### src/clws_pkg.sv
// clws_pkg: shared types, codes and helpers for the character lcd write sequencer
// no dependencies; imported by every module of the block
`default_nettype none

package clws_pkg;

    // operation codes of an input request
    typedef enum logic [1:0] {
        OP_COMMAND = 2'd0,
        OP_CHAR    = 2'd1,
        OP_CURSOR  = 2'd2,
        OP_NONE    = 2'd3
    } t_op;

    // configuration register indexes
    localparam logic CFG_FOUR_BIT_BUS      = 1'b0;
    localparam logic CFG_NIBBLE_ON_LOW_PINS = 1'b1;

    // display rows and their ddram offsets
    localparam logic [2:0] ROW_2 = 3'd2;
    localparam logic [2:0] ROW_3 = 3'd3;
    localparam logic [2:0] ROW_4 = 3'd4;
    localparam logic [7:0] ROW_OFFSET_1   = 8'h00;
    localparam logic [7:0] ROW_OFFSET_2   = 8'h40;
    localparam logic [7:0] ROW_OFFSET_3   = 8'h10;
    localparam logic [7:0] ROW_OFFSET_4   = 8'h50;
    localparam logic [7:0] SET_DDRAM_ADDR = 8'h80;

    // snapshot steps of one write
    localparam int          STEP_W       = 3;
    localparam logic [2:0]  STEP_HI_DATA = 3'd2;
    localparam logic [2:0]  STEP_LAST_8  = 3'd3;
    localparam logic [2:0]  STEP_LO_DATA = 3'd5;
    localparam logic [2:0]  STEP_LAST_4  = 3'd6;

    // depth of the queue between front and back
    localparam int CMD_QUEUE_DEPTH = 2;

    // input request as seen on the push side
    typedef struct packed {
        logic [1:0] operation;
        logic [7:0] byte_value;
        logic [2:0] row;
        logic [3:0] column;
    } t_in_item;

    // one pin snapshot on the pop side
    typedef struct packed {
        logic       register_select;
        logic       read_not_write;
        logic       enable_pin;
        logic [7:0] data_pins;
        logic       last_step;
    } t_out_item;

    // decoded write waiting for the back end
    typedef struct packed {
        logic       rs;
        logic [7:0] data;
    } t_cmd;

    // bus mode settings handed to the back end
    typedef struct packed {
        logic four_bit_bus;
        logic nibble_on_low_pins;
    } t_mode;

endpackage

`default_nettype wire

### src/char_lcd_write_sequencer_unit.sv
// char_lcd_write_sequencer_unit: top level of the character lcd write sequencer
// depends on clws_pkg, clws_front, clws_queue, clws_back
`default_nettype none

// Each request (command byte, character byte or cursor move) becomes a run of
// pin snapshots (RS, RW, E, data bus) on the pop side: seven snapshots in
// 4-bit bus mode, four in 8-bit mode, the last one flagged by last_step.
// Operation code 3 is accepted and produces nothing. The back-end step counter
// emits one snapshot per cycle while pop keeps up; consecutive requests follow
// with no gap. A short command queue lets requests be pushed while an earlier
// one is still being sequenced. Rows outside 1..4 on a cursor move act as
// row 1. The two mode registers are written through the cfg port, which is
// always ready; write them only while no request is in flight.
module char_lcd_write_sequencer_unit #(
    parameter int QUEUE_DEPTH = clws_pkg::CMD_QUEUE_DEPTH
) (
    input  wire                       i_clk,
    input  wire                       i_rst_n,
    input  wire                       push,
    output logic                      full,
    input  wire clws_pkg::t_in_item   i_item,
    output logic                      empty,
    input  wire                       pop,
    output clws_pkg::t_out_item       o_result,
    input  wire                       i_cfg_valid,
    output logic                      o_cfg_ready,
    input  wire                       i_cfg_index,
    input  wire                       i_cfg_data
);
    import clws_pkg::*;

    t_mode r_mode;
    t_cmd  front_cmd, queue_cmd;
    logic  front_push, queue_full, queue_valid, queue_pop;

    // mode registers
    assign o_cfg_ready = 1'b1;

    always_ff @(posedge i_clk) begin
        if (!i_rst_n) begin
            r_mode.four_bit_bus       <= 1'b1;
            r_mode.nibble_on_low_pins <= 1'b0;
        end else if (i_cfg_valid) begin
            unique case (i_cfg_index)
                CFG_FOUR_BIT_BUS:       r_mode.four_bit_bus       <= i_cfg_data;
                CFG_NIBBLE_ON_LOW_PINS: r_mode.nibble_on_low_pins <= i_cfg_data;
                default: ;
            endcase
        end
    end

    // request decode
    clws_front u_front (
        .i_item       (i_item),
        .i_push       (push),
        .i_queue_full (queue_full),
        .o_full       (full),
        .o_cmd_push   (front_push),
        .o_cmd        (front_cmd)
    );

    // decoupling queue
    clws_queue #(
        .DEPTH (QUEUE_DEPTH)
    ) u_queue (
        .i_clk   (i_clk),
        .i_rst_n (i_rst_n),
        .i_push  (front_push),
        .i_cmd   (front_cmd),
        .o_full  (queue_full),
        .i_pop   (queue_pop),
        .o_valid (queue_valid),
        .o_cmd   (queue_cmd)
    );

    // snapshot sequencer
    clws_back u_back (
        .i_clk       (i_clk),
        .i_rst_n     (i_rst_n),
        .i_mode      (r_mode),
        .i_cmd_valid (queue_valid),
        .i_cmd       (queue_cmd),
        .o_cmd_pop   (queue_pop),
        .o_empty     (empty),
        .i_pop       (pop),
        .o_result    (o_result)
    );

endmodule

`default_nettype wire

### src/clws_front.sv
// clws_front: accepts requests, drops unused codes, turns cursor moves into commands
// depends on clws_pkg
`default_nettype none

module clws_front (
    input  wire clws_pkg::t_in_item i_item,
    input  wire                     i_push,
    input  wire                     i_queue_full,
    output logic                    o_full,
    output logic                    o_cmd_push,
    output clws_pkg::t_cmd          o_cmd
);
    import clws_pkg::*;

    logic [7:0] row_offset;
    t_op        op;

    assign op = t_op'(i_item.operation);

    // row offset lookup, unknown rows fall back to row 1
    always_comb begin
        unique case (i_item.row)
            ROW_2:   row_offset = ROW_OFFSET_2;
            ROW_3:   row_offset = ROW_OFFSET_3;
            ROW_4:   row_offset = ROW_OFFSET_4;
            default: row_offset = ROW_OFFSET_1;
        endcase
    end

    // classify the request
    always_comb begin
        unique case (op)
            OP_COMMAND: begin
                o_cmd.rs   = 1'b0;
                o_cmd.data = i_item.byte_value;
            end
            OP_CHAR: begin
                o_cmd.rs   = 1'b1;
                o_cmd.data = i_item.byte_value;
            end
            OP_CURSOR: begin
                o_cmd.rs   = 1'b0;
                o_cmd.data = ({4'd0, i_item.column} + row_offset) | SET_DDRAM_ADDR;
            end
            default: begin
                o_cmd.rs   = 1'b0;
                o_cmd.data = i_item.byte_value;
            end
        endcase
    end

    // unused code is taken and dropped
    assign o_full     = i_queue_full;
    assign o_cmd_push = i_push && !i_queue_full && (op != OP_NONE);

endmodule

`default_nettype wire

### src/clws_queue.sv
// clws_queue: small fifo of decoded writes between front and back
// depends on clws_pkg
`default_nettype none

module clws_queue #(
    parameter int DEPTH = clws_pkg::CMD_QUEUE_DEPTH
) (
    input  wire             i_clk,
    input  wire             i_rst_n,
    input  wire             i_push,
    input  wire clws_pkg::t_cmd i_cmd,
    output logic            o_full,
    input  wire             i_pop,
    output logic            o_valid,
    output clws_pkg::t_cmd  o_cmd
);
    import clws_pkg::*;

    localparam int PTR_W = (DEPTH > 1) ? $clog2(DEPTH) : 1;
    localparam int CNT_W = $clog2(DEPTH + 1);
    localparam logic [PTR_W-1:0] LAST_PTR = PTR_W'(DEPTH - 1);
    localparam logic [CNT_W-1:0] FULL_CNT = CNT_W'(DEPTH);

    t_cmd             r_mem [DEPTH];
    logic [PTR_W-1:0] r_wr_ptr, n_wr_ptr;
    logic [PTR_W-1:0] r_rd_ptr, n_rd_ptr;
    logic [CNT_W-1:0] r_count, n_count;
    logic             do_push, do_pop;

    assign do_push = i_push && !o_full;
    assign do_pop  = i_pop && o_valid;
    assign o_full  = (r_count == FULL_CNT);
    assign o_valid = (r_count != '0);
    assign o_cmd   = r_mem[r_rd_ptr];

    // pointer and count update
    always_comb begin
        n_wr_ptr = r_wr_ptr;
        n_rd_ptr = r_rd_ptr;
        n_count  = r_count;
        if (do_push) begin
            n_wr_ptr = (r_wr_ptr == LAST_PTR) ? '0 : r_wr_ptr + 1'b1;
        end
        if (do_pop) begin
            n_rd_ptr = (r_rd_ptr == LAST_PTR) ? '0 : r_rd_ptr + 1'b1;
        end
        if (do_push && !do_pop) begin
            n_count = r_count + 1'b1;
        end else if (do_pop && !do_push) begin
            n_count = r_count - 1'b1;
        end
    end

    always_ff @(posedge i_clk) begin
        if (!i_rst_n) begin
            r_wr_ptr <= '0;
            r_rd_ptr <= '0;
            r_count  <= '0;
        end else begin
            r_wr_ptr <= n_wr_ptr;
            r_rd_ptr <= n_rd_ptr;
            r_count  <= n_count;
        end
    end

    // entry storage
    always_ff @(posedge i_clk) begin
        if (do_push) begin
            r_mem[r_wr_ptr] <= i_cmd;
        end
    end

endmodule

`default_nettype wire

### src/clws_back.sv
// clws_back: steps through the pin snapshots of each write, one per cycle
// while the output register is free or being taken; depends on clws_pkg
`default_nettype none

module clws_back (
    input  wire                   i_clk,
    input  wire                   i_rst_n,
    input  wire clws_pkg::t_mode  i_mode,
    input  wire                   i_cmd_valid,
    input  wire clws_pkg::t_cmd   i_cmd,
    output logic                  o_cmd_pop,
    output logic                  o_empty,
    input  wire                   i_pop,
    output clws_pkg::t_out_item   o_result
);
    import clws_pkg::*;

    logic [STEP_W-1:0] r_step;
    logic [7:0]        r_latch;
    logic              r_out_valid;
    t_out_item         r_out;

    logic       advance, emit, last, enable;
    logic [7:0] n_latch;

    // put a nibble on its half of the bus, keep the other half
    function automatic logic [7:0] place_nibble(input logic [7:0] latch,
                                                input logic [3:0] nib,
                                                input logic       low_pins);
        place_nibble = low_pins ? {latch[7:4], nib} : {nib, latch[3:0]};
    endfunction

    // snapshot for the current step
    always_comb begin
        n_latch = r_latch;
        if (r_step == STEP_HI_DATA) begin
            n_latch = i_mode.four_bit_bus
                    ? place_nibble(r_latch, i_cmd.data[7:4], i_mode.nibble_on_low_pins)
                    : i_cmd.data;
        end else if (r_step == STEP_LO_DATA && i_mode.four_bit_bus) begin
            n_latch = place_nibble(r_latch, i_cmd.data[3:0], i_mode.nibble_on_low_pins);
        end
        last   = i_mode.four_bit_bus ? (r_step == STEP_LAST_4) : (r_step == STEP_LAST_8);
        enable = (r_step == 3'd1) || (r_step == STEP_HI_DATA)
              || (r_step == 3'd4) || (r_step == STEP_LO_DATA);
    end

    // output register frees up when empty or being taken
    assign advance   = !r_out_valid || i_pop;
    assign emit      = i_cmd_valid && advance;
    assign o_cmd_pop = emit && last;
    assign o_empty   = !r_out_valid;
    assign o_result  = r_out;

    // step counter, bus latch and result valid
    always_ff @(posedge i_clk) begin
        if (!i_rst_n) begin
            r_step      <= '0;
            r_latch     <= '0;
            r_out_valid <= 1'b0;
        end else begin
            if (emit) begin
                r_step      <= last ? '0 : r_step + 1'b1;
                r_latch     <= n_latch;
                r_out_valid <= 1'b1;
            end else if (i_pop) begin
                r_out_valid <= 1'b0;
            end
        end
    end

    // result payload
    always_ff @(posedge i_clk) begin
        if (emit) begin
            r_out.register_select <= i_cmd.rs;
            r_out.read_not_write  <= 1'b0;
            r_out.enable_pin      <= enable;
            r_out.data_pins       <= n_latch;
            r_out.last_step       <= last;
        end
    end

endmodule

`default_nettype wire

### config.mk
export PLATFORM = sky130hd
export DESIGN_NAME = char_lcd_write_sequencer_unit
export DESIGN_NICKNAME = d
export VERILOG_FILES = /design/src/clws_pkg.sv /design/src/char_lcd_write_sequencer_unit.sv /design/src/clws_front.sv /design/src/clws_queue.sv /design/src/clws_back.sv
export SDC_FILE = /design/constraint.sdc
export NUM_CORES = 1
export LEC_CHECK = 0
export ABC_AREA = 1
export BUFFER_PORTS_ARGS = -buffer_cell sky130_fd_sc_hd__buf_2
export CAP_MARGIN = 20
export CELL_PAD_IN_SITES_DETAIL_PLACEMENT = 0
export CELL_PAD_IN_SITES_GLOBAL_PLACEMENT = 1
export CORE_MARGIN = 4
export CORE_UTILIZATION = 42
export CTS_CLUSTER_DIAMETER = 120
export DETAILED_ROUTE_END_ITERATION = 12
export PLACE_DENSITY_LB_ADDON = 0.1
export SLEW_MARGIN = 5
export SYNTH_ARGS = -nofsm -noshare
export SYNTH_HDL_FRONTEND = slang
export SYNTH_SLANG_ARGS = --single-unit
### constraint.sdc
create_clock -name i_clk -period 2.1 [get_ports i_clk]
set_input_delay 0.105 -clock i_clk [delete_from_list [all_inputs] [get_ports i_clk]]
set_output_delay 0.105 -clock i_clk [all_outputs]
set_load 0.02 [all_outputs]
### Yosys cells after proc, flatten, opt, wreduce, memory -nomap -nowiden

Memory sizes are Yosys's and may differ from the RTL's. A register that Yosys moved wholly into a read port is not among the register bits.
Index checks and enable logic that the tools add are counted.

* bits in registers: 29
* bits in writable memories: 18
* output and inout port bits: 15
* logic and storage cells: 74
* memories: 1

Memory list
* u_queue.r_mem: depth 2, width 9, read ports 1, clocked after Yosys merged registers in 1, wr ports 1, RTL line clws_queue.sv:24 `t_cmd r_mem [DEPTH];`

* $add $sub $neg: 6
* equal/unequal tests: 13
* multiplexer cells: 19
* bitwise gates (word level): 1
* reductions and logical operators: 22

Operators by type and width (count)
* $mux 8: 5
* $pmux 7 s3: 1
* $pmux 9 s2: 1
* $eq 3x2->1 const B: 4
* $eq 3x3->1 const B: 4
* $logic_and 1x1->1: 9
* $mux 1: 9
* $add 4x7->7: 1
* $reduce_bool 2->1: 3
* $eq 2x2->1 const B: 2
* $logic_not 1->1: 4
* $logic_or 1x1->1: 4
* $mux 2: 2
* $reduce_and 2->1: 2
* $add 3x1->3 const B: 1
* $eq 3x1->1 const B: 1
* $mux 3: 1
* $add 1x1->1 const B: 2
* $add 2x1->2 const B: 1
* $eq 2x1->1 const B: 1
* $ne 2x2->1 const B: 1
* $sub 2x1->2 const B: 1
* $not 1->1: 1

### Logic depth before layout (Yosys ltp)

* depth in word-level cells: 9
* depth in mapped cells: 11

### Hierarchy

A second synthesis with hierarchy kept.

* cell total of the unflattened synthesis: 308
* area, all modules: 2527.4 um^2

Modules (own cells, without submodules)
* clws_back: times used 1, cells an instance 188, area each 1325.0 um^2, seq. area each 570.5 um^2
* clws_queue: times used 1, cells an instance 65, area each 894.6 um^2, seq. area each 640.6 um^2
* clws_front: times used 1, cells an instance 40, area each 212.7 um^2, seq. area each 0.0 um^2
* char_lcd_write_sequencer_unit: times used 1, cells an instance 15, area each 95.1 um^2, seq. area each 40.0 um^2

### Worst setup path before layout

Ideal clock, no wire load.

* path type: register to register
* start point: register u_queue.r_count[1]
* end point: register u_queue.r_count[1]
* data arrival time: 1546 ps
* required time: 1978 ps
* path slack: 432 ps
* cell stages (with the launch flop): 9
* path buffers: 0
* clock period less this slack: 1668 ps
* cell sequence: dfxtp_1 inv_1 nor2_1 nor3_2 ha_1 a21oi_1 o21ai_0 o21ai_0 a21oi_1

* longest elaborated chain between the ends: 8

Ends and longest elaborated chain
* start: declaration: RTL line clws_queue.sv:27 `logic [CNT_W-1:0] r_count, n_count;`
* start signal: assignment: RTL line clws_queue.sv:62 `r_count <= n_count;`
* $eq 2x2->1 *: RTL line clws_queue.sv:32 `assign o_full = (r_count == FULL_CNT);`
* net full: RTL line char_lcd_write_sequencer_unit.sv:20 `output logic full,`
* $logic_not 1->1 *: RTL line clws_front.sv:54, clws_queue.sv:30
* $logic_and 1x1->1 (2 in series): RTL line clws_front.sv:54 `assign o_cmd_push = i_push && !i_queue_full && (op != OP_NONE);`
* $logic_and 1x1->1 *: RTL line clws_queue.sv:30 `assign do_push = i_push && !o_full;`
* net u_queue.do_push: RTL line clws_queue.sv:28 `logic do_push, do_pop;`
* $logic_not 1->1: RTL line clws_queue.sv:49 `end else if (do_pop && !do_push) begin`
* $logic_and 1x1->1: RTL line clws_queue.sv:49
* $reduce_bool 2->1 (no source line)

The timed path passes the listed nets; every way through them passes the cells marked *. The select of a mux whose other input is x is not followed.
A chain may end at the register's enable or synchronous reset.

### Final worst setup path

* start point: register r_mode[1] (netlist bit)
* end point: register u_queue.r_count[1]

* longest elaborated chain between the ends: 6

Ends and longest elaborated chain
* start: declaration: RTL line char_lcd_write_sequencer_unit.sv:32 `t_mode r_mode;`
* $mux 1 *: RTL line clws_back.sv:43 `last = i_mode.four_bit_bus ? (r_step == STEP_LAST_4) : (r_step == STEP_LAST_8);`
* net u_back.last: RTL line clws_back.sv:23 `logic advance, emit, last, enable;`
* $logic_and 1x1->1 *: RTL line clws_back.sv:51 `assign o_cmd_pop = emit && last;`
* $logic_and 1x1->1 *: RTL line clws_queue.sv:31 `assign do_pop = i_pop && o_valid;`
* $logic_not 1->1: RTL line clws_queue.sv:47 `if (do_push && !do_pop) begin`
* $logic_and 1x1->1: RTL line clws_queue.sv:47
* $mux 2 or $reduce_bool 2->1 (tied branches)

The timed path passes the listed nets; every way through them passes the cells marked *.

==> summary.md <==
| Metric | Value |
|---|---|
| Post-synth cell types | 24 |
| Inserted Clock Buffers | 5 |
| Ant. Diodes | 0 |
| Max clock buf depth | 2 |
| Final critical-path share of the clock period | 85.4% |
| Finished Core Util | 49.1% |
| Routability congestion estimate | 0.803 |
| Clock sink total | 48 |
| Placeable core area | 0.00589 sq mm |
| Worst Clk Skew | 0.0134 ns |
| Sequential power share | 49.6% |
| Floorplan die height | between 80 and 90 um |
| Routed wire length | 5.11 mm |
| Initial DRC count | ~50 |
| Antenna-violating nets left | 0 |
| Via count of the first global-routing pass | 1877 |
| Die area | ~0.0073 sq mm |
| Cell Pwr Density | 838 mW/mm^2 |
| Status | completed |
| Horiz. Die Dim | 85.7 um |
| Drt via density | approximately 4.6 |
| Standard cell area after detailed placement | ~0.0028 sq mm |
| Post-synth net total | 349 |
| Site row count | 28 |
| Wire length of the first global-routing pass | 8.67 mm |
| Worst setup path category | reg -> reg |
| Peak supply drop | 333 uV |
| Mean post-synth cell area | 8.02 sq um |
| Count of final max-slew check failures | 0 |
| Power Internal | 1.68 mW |
| Later-pin clock latency in the skew report | 0.31 ns |
| Post-Synthesis Cell Area | ~0.0025 sq mm |
| Count of endpoints failing hold in the final timing report | 0 |
| Synthesis warning total | 0 |
| Drt first pass iters | 6 |
| TritonCTS clock tree | done |
| Unrepaired setup endpoints after global routing | no |
| Share of cells above drive strength 1 | 17.1% |
| DRC Markers | 0 |
| Seq/Total Area, Yosys | approximately half |
| Leakage power of the design | 1.40 nW |
| Final global-route overflow total | 0 |
| Data arrival at the endpoint of the critical path | 1.99 ns |
| Final setup fails | 0 |
| Syn-to-layout area delta | 14.0% |
| Ports | 39 |
| Max cap viols | 0 |
| Antenna violations before repair | 0 |
| Number of H-tree levels | 2 |
| Vias | 2001 |
| Type of element capturing the critical path | register |
| Total negative setup slack | 0 ns |
| Mean routed wirelength per cell | around 12 um |
| Net Sw Power | ~0.74 mW |
| Pin count of the biggest net entering global routing | 27 |
| Fraction of power spent switching nets | 30.5% |
| Maximum fanout along the worst path | 6 |
| Root buffer cell | sky130_fd_sc_hd__clkbuf_8 |
| Clock transition at path regs | 0.09 ns |
| Library cell contributing the largest single delay on the critical path | sky130_fd_sc_hd__dfxtp_2 |
| Achievable clock frequency | 0.557 GHz |
| Startpoint types | register |
| Combinational cell fraction of total power | between 20% and 30% |
| Final net count | 389 |
| Area of all placed cells without fillers | a little under 0.003 sq mm |
| HP Class | in -> reg |
| Cells after Synth | 316 |
| GRT Util Overall | 15.1% |
| Critical Path, Cell by Cell | inv_2 > nand2_1 > nand3_1 > nor2_4 > nand2_2 > ha_1 > a21oi_1 > o21ai_0 > o21ai_0 > a21oi_1 |
| Data required time at the worst endpoint | between 2 and 2.5 ns |
| Maximum cell stage delay along the critical path | 0.43 ns |
| Post-synthesis register bit count | 48 |
| HPWL after DPL | roughly 3.9 mm |
| Number of I/O port buffers | 36 |
| Relative contribution of the clock network to total power | 27.1% |
| Effective utilization at floorplan | between 40% and 50% |
| Final min period | 1.79 ns |
## path summary, 6_finish.rpt
path	slack (ns)	cells past startpoint	endpoint	startpoint
setup / recovery	0.31	10	u_queue.r_count[1]	r_mode[1]
hold / removal	0.05	3	r_mode[1]	i_cfg_data
setup reg to reg	0.31	10	u_queue.r_count[1]	r_mode[1]
hold reg to reg	0.51	2	register	u_queue.r_rd_ptr
## cells in the final DEF, fill, tap and decap left out, drive strengths merged
master / count
a21oi: 18
buf: 42
bufinv: 1
clkbuf: 5
clkinv: 2
conb: 2
dfxtp: 19
edfxtp: 29
ha: 9
inv: 48
nand2: 101
nand3: 26
nand4: 1
nor2: 23
nor3: 1
o211ai: 1
o21a: 1
o21ai: 26
xor2: 2
## final cells by class
| cell class | instances | area (sq um) |
|---|---|---|
| clock buffer | 5 | 68.8 |
| clock inverter | 3 | 37.5 |
| fill | 571 | 3000 |
| inverter | 48 | 180 |
| multi-input combinational | 211 | 1030 |
| sequential | 48 | 1250 |
| tap | 75 | 93.8 |
| timing repair buffer | 42 | 225 |
## cells by family (layout without fill, tap and decap cells)
| group | Yosys count | in the layout | synth area share [%] |
|---|---|---|---|
| adder cells (fa/ha/maj) | 9 | 9 | 4.44 |
| buffers and inverters | 57 | 98 | 9.93 |
| XOR/XNOR | 2 | 2 | 0.691 |
| flip-flops | 48 | 48 | 49.4 |
| other | 2 | 2 | 0.296 |
| AND/OR/NAND/NOR | 152 | 152 | 25.5 |
| AO/OA/AOI/OAI | 46 | 46 | 9.73 |
## power by group through the flow
stage	combinational (mW)	sequential [mW]	clock, mW
2_1_floorplan	0.366	1.27	0
3_3_place_gp	0.570	1.22	0
3_5_place_dp	0.571	1.22	0
4_1_cts	0.572	1.20	0.673
5_1_grt	0.655	1.21	0.722
6_report	0.563	1.20	0.657
## cell usage after synthesis
cell type	instances	area [sq um]
sky130_fd_sc_hd__nand2_1	98	368
sky130_fd_sc_hd__inv_1	44	165
sky130_fd_sc_hd__edfxtp_1	29	871
sky130_fd_sc_hd__nand3_1	26	130
sky130_fd_sc_hd__o21ai_0	23	115
sky130_fd_sc_hd__nor2_1	20	75.1
sky130_fd_sc_hd__dfxtp_1	19	380
sky130_fd_sc_hd__a21oi_1	18	90.1
sky130_fd_sc_hd__ha_1	9	113
sky130_fd_sc_hd__buf_4	4	30.0
sky130_fd_sc_hd__inv_2	4	15.0
sky130_fd_sc_hd__buf_6	3	33.8
sky130_fd_sc_hd__nor2_4	3	33.8
sky130_fd_sc_hd__clkbuf_1	2	7.51
sky130_fd_sc_hd__conb_1	2	7.51
sky130_fd_sc_hd__nand2_2	2	12.5
sky130_fd_sc_hd__o21ai_1	2	10.0
sky130_fd_sc_hd__xor2_1	2	17.5
sky130_fd_sc_hd__nand2_4	1	11.3
sky130_fd_sc_hd__nand4_1	1	6.26
sky130_fd_sc_hd__nor3_2	1	10.0
sky130_fd_sc_hd__o211ai_1	1	7.51
sky130_fd_sc_hd__o21a_1	1	7.51
sky130_fd_sc_hd__o21ai_4	1	16.3
## flip-flops by register name, indices dropped and copies added, names as in the netlist, 2 cells and up, named ones only
register / flops
r_mode: 2
u_queue.r_count: 2
u_back.o_result: 11
u_queue.r_mem: 18
u_back.r_latch: 8
u_back.r_step: 3
## what timing repair did
| item | in CTS | in global routing |
|---|---|---|
| setup buffers | 0 | 0 |
| resized for setup | 0 | 1 |
| endpoints found under the setup margin | 0 | 1 |
| hold endpoints to repair | 0 | 0 |
| hold buffers | 0 | 0 |
## metal layers
metal / up-vias / GRT usage [%] / share of wire (%)
li1: 1079 / - / -
met1: 873 / 18.7 / 46
met2: 41 / 25.4 / 47
met3: 8 / 3.75 / 5.1
met4: 0 / 5.61 / 1.8
met5: - / 0 / 0
## critical path, delay by kind of cell, from the launching register on
family	cells	cell delay (ns)
AO/OA/AOI/OAI	4	0.43
AND/OR/NAND/NOR	4	0.42
flip-flops	1	0.43
buffers and inverters	1	0.09
adder cells (fa/ha/maj)	1	0.32
## through the flow
| stage | instances | power, mW | setup slack (ns) | hold slack (ns) |
|---|---|---|---|---|
| final | 432 | 2.42 | 0.306 | 0.0503 |
| after global routing | 432 | 2.59 | 0.0320 | 0.0390 |
| after CTS | 432 | 2.45 | 0.182 | 0.0422 |
| after detailed placement | 424 | 1.79 | 0.215 | 0.362 |
| after global placement | 424 | 1.79 | 0.271 | 0.361 |
| after floorplan | 316 | 1.63 | 0.432 | 0.235 |
(Power assumes the default switching activity.)
